## src/rtl/range_assign_add_kth_powsum_store_defines.svh

```systemverilog
// Assertion macros for the range value store.
// Used by the top level only; needs clk and arst_n in scope.
`ifndef RANGE_ASSIGN_ADD_KTH_POWSUM_STORE_DEFINES_SVH
`define RANGE_ASSIGN_ADD_KTH_POWSUM_STORE_DEFINES_SVH

// Condition holds in the same cycle as the trigger.
`define RAKPS_ASSERT_SAME(lbl, pre, post) lbl: assert property (@(posedge clk) \
	disable iff (!arst_n) (pre) |-> (post)) else $error("check failed");

// Condition holds in the cycle after the trigger.
`define RAKPS_ASSERT_NEXT(lbl, pre, post) lbl: assert property (@(posedge clk) \
	disable iff (!arst_n) (pre) |=> (post)) else $error("check failed");

`endif

```

## src/rtl/rakps_pkg.sv

```systemverilog
// Shared types and constants for the range value store.
// No dependencies; imported by every module of the block.
package rakps_pkg;

	localparam int VAL_W = 63;
	localparam int POS_W = 11;
	localparam int MOD_W = 31;
	localparam logic [VAL_W-1:0] VAL_MAX = {VAL_W{1'b1}};

	// Operation codes carried in tuser
	typedef enum logic [1:0] {
		FN_ADD = 2'd0,
		FN_ASG = 2'd1,
		FN_KTH = 2'd2,
		FN_POW = 2'd3
	} func_t;

	// Start request to a modular multiplier
	typedef struct packed {
		logic             start;
		logic [MOD_W-1:0] a;
		logic [VAL_W-1:0] b;
		logic [5:0]       steps;
	} mm_req_t;

endpackage

```

## src/rtl/rakps_modmul.sv

```systemverilog
// Bit-serial modular multiplier: r = (a * b) mod m, one bit of b per cycle, MSB first.
// Depends on rakps_pkg for widths and the request struct. Requires a < m.
module rakps_modmul
	import rakps_pkg::*;
(
	input  logic             clk,
	input  logic             arst_n,
	input  mm_req_t          req,
	input  logic [MOD_W-1:0] m,
	output logic             busy,
	output logic             done,
	output logic [MOD_W-1:0] r
);

	logic [VAL_W-1:0] b_q;
	logic [MOD_W-1:0] a_q;
	logic [5:0]       cnt_q;
	logic             busy_q;
	logic             done_q;
	logic [MOD_W-1:0] r_q;
	logic [MOD_W:0]   dbl;
	logic [MOD_W:0]   dbl_red;
	logic [MOD_W:0]   sum;
	logic [MOD_W:0]   sum_red;

	// One step: double, reduce, conditionally add a, reduce
	always_comb begin
		dbl     = {r_q, 1'b0};
		dbl_red = (dbl >= {1'b0, m}) ? dbl - {1'b0, m} : dbl;
		sum     = b_q[VAL_W-1] ? dbl_red + {1'b0, a_q} : dbl_red;
		sum_red = (sum >= {1'b0, m}) ? sum - {1'b0, m} : sum;
	end

	// Step counter and control
	always_ff @(posedge clk or negedge arst_n) begin
		if (!arst_n) begin
			busy_q <= 1'b0;
			done_q <= 1'b0;
			cnt_q  <= '0;
		end else begin
			done_q <= 1'b0;
			if (req.start) begin
				busy_q <= 1'b1;
				cnt_q  <= req.steps;
			end else if (busy_q) begin
				cnt_q <= cnt_q - 6'd1;
				if (cnt_q == 6'd1) begin
					busy_q <= 1'b0;
					done_q <= 1'b1;
				end
			end
		end
	end

	// Datapath
	always_ff @(posedge clk) begin
		if (req.start) begin
			a_q <= req.a;
			b_q <= req.b;
			r_q <= '0;
		end else if (busy_q) begin
			b_q <= {b_q[VAL_W-2:0], 1'b0};
			r_q <= sum_red[MOD_W-1:0];
		end
	end

	assign busy = busy_q;
	assign done = done_q;
	assign r    = r_q;

endmodule

```

## config.mk

```make
export PLATFORM = sky130hd
export DESIGN_NAME = rakps_modmul
export DESIGN_NICKNAME = d
export VERILOG_FILES = /design/src/rtl/range_assign_add_kth_powsum_store_defines.svh /design/src/rtl/rakps_pkg.sv /design/src/rtl/rakps_modmul.sv
export SDC_FILE = /design/constraint.sdc
export NUM_CORES = 1
export LEC_CHECK = 0
export BUFFER_PORTS_ARGS = -buffer_cell sky130_fd_sc_hd__buf_2
export CAP_MARGIN = 10
export CORE_UTILIZATION = 25
export CTS_CLUSTER_SIZE = 25
export DETAILED_ROUTE_END_ITERATION = 8
export PLACE_DENSITY = 0.46
export SYNTH_ARGS = -nofsm -noshare
export SYNTH_HDL_FRONTEND = slang
export SYNTH_SLANG_ARGS = --single-unit
```

## constraint.sdc

```tcl
create_clock -name clk -period 14.15 [get_ports clk]
set_clock_uncertainty 0.05 [all_clocks]
set_input_delay 0.7075 -clock clk [delete_from_list [all_inputs] [get_ports clk]]
set_output_delay 0.7075 -clock clk [all_outputs]
set_load 0.05 [all_outputs]
```

==> metrics <==
hold_ws 36.7 ps; GRT Residual Overflow 0; post-route minimum period 8800 ps; footprint of the multi-input gates 7170 um^2; final setup fails 0; TritonRoute pass-1 iters 5; antenna violations before repair 7; Slew @ Worst Pin 1080 ps; FFs w/ async S/R, synth 0.0602; CP Capture Type register; clk buf depth 2; fillers 4705; most frequent cells in the layout buf_2 (165), nor2_1 (103), ha_1 (95), edfxtp_1 (94), mux2_2 (88); clk_lat worst skew 460 ps; crit start category primary input; final wirelength 38.7 mm; Critical Path Fanout Max 29; Register Area 3640 um^2; WL per Instance 19.7 um; Tightest Hold Check Type in2async; largest net degree at the start of global routing 64; Reg clk slew, reported paths 70 ps; synthesized area 11300 um^2; hold buffers post-CTS 0; Core Area 44400 um^2; Die Wd 215 um; leading cell type in the layout, fill and taps excluded buf_2; area grow syn2layout 17.6%; period utilization 0.622; slew margin rel. 0.281; Num Clock Sinks 133; postcts setup bufs 0; Fmax 0.114 GHz; die height 215 um; vias per inst 5.10; Vias 10000; DR iter-0 viols 716; FP Rows 77; post-route ant nets 0; WP data required 14470 ps; max-cap viol count 0; first-pass GRT wire length 59.4 mm; IO Pins 167; Seq cells post-synth 133; nets 1595; Synth Net Count 1457; post_cts resized 0; htree depth 4; Die ar. 46000 um^2; area post-placement 12700 um^2; Critical Path AT 9120 ps; root buffer cell clkbuf_16; final core occ 0.299; syn_area_per_cell 9.22 um^2; starting density of the core 0.254; TNS Setup 0 ps; Slew Limit Fails 0; Final Cell Area 13300 um^2; TritonCTS clock tree yes; status complete, no violations; top_reg_cell synth edfxtp_1; layout cells sized above 1 0.239; final count of hold timing violations 0; Post-synth EDFFs 94; Tot GR Track Use 0.169; TritonCTS Buffers 17; PortBufs 166; Cell variety after synth 85; worst setup path class in2reg; Remaining DRCs 0; RSZ-0062 raised after global routing no; register area share after synthesis 0.323; Detailed Place HPWL 29.5 mm; RD Place Congestion 0.909; Syn. warnings 0; synthesized instance count 1225; vias in the first global route 10100
[sequential cells by signal (all words and copies together) (netlist names)]
name   cells
a_q       31
b_q       63
busy       1
cnt_q      6
done       1
r         31
[worst paths after layout]
check	to	cells after the start	start	slack [ps]
worst max-delay path	r[7]	27	m[25]	5350
worst min register to register	r[26]	2	r[26]	480
worst min-delay path	cnt_q[2]	1	arst_n	40
max in group asynchronous	busy	1	arst_n	13820
worst max register to register	r[7]	25	r[24]	5350
min in group clk	a_q[26]	1	req[95]	370
[layout make-up]
class / count / share of cell area
multi-input combinational: 971 / 0.539
sequential: 133 / 0.274
timing repair buffer: 174 / 0.0675
tap: 592 / 0.0558
clock buffer: 17 / 0.0320
inverter: 66 / 0.0186
clock inverter: 15 / 0.0119
antenna: 2 / 0.000377
[through the flow]
stage	setup WS (ps)	cells
floorplan	6530	1225
CTS	5430	1968
detailed placement	4990	1936
finish	5350	1970
global route	4950	1968
global placement	5070	1936
[synth_stat cells (11+ instances only)]
cell type  instances  area share
nand2_1           82       0.027
clkbuf_1          31       0.010
mux2i_1           11      0.0098
xnor2_1           54       0.042
buf_2             15      0.0066
nor2b_1           12      0.0066
o211ai_1          15       0.010
inv_1             65       0.022
a31oi_1           17      0.0094
a21oi_1           81       0.036
xor2_1            27       0.021
nor2_1           103       0.034
edfxtp_1          94        0.25
nand3_1           41       0.018
nand4_1           16      0.0089
dfxtp_1           31       0.055
o21a_1            16       0.011
a21o_1            36       0.024
a211oi_1          16       0.011
a311oi_1          23       0.018
mux2_2            88       0.088
o21ai_0           80       0.035
ha_1              95        0.11
[critical path, cell delays in order]
cell and delay (ps):
buf_2 80, inv_1 50, ha_1 450, a21o_1 240, a21o_1 170, a21oi_4 90, a31oi_1 550, and2_4 560
mux2i_1 400, inv_1 90, ha_1 300, a211oi_1 400, o211ai_1 260, nand2_1 150, or3_1 110, or4b_2 610
xor2_1 170, mux2_2 300, ha_1 350, a21o_1 220, or2_2 320, o31ai_4 340, a21oi_2 160, a221o_1 480
o221ai_4 880, nand2_1 290, a311oi_1 330
[kinds of logic after synthesis]
group                      Yosys count  synth area share
and+or+nand+nor                    318             0.132
muxes                              101             0.100
AOI/OAI and AO/OA                  371             0.224
adders and majority gates           98             0.111
buffers and inverters              121            0.0438
DFF                                133             0.323
xor gates and xnor gates            83            0.0667
[routing by layer]
| layer | GRT usage | wire, um |
|---|---|---|
| met5 | 0 | 51 |
| met4 | 0.0555 | 932 |
| met1 | 0.216 | 17500 |
| met2 | 0.277 | 18000 |
| met3 | 0.0427 | 2230 |
Power is left out: the tool's default activity adds up to more than one toggle a clock period on the data nets, which glitch-free logic cannot reach.
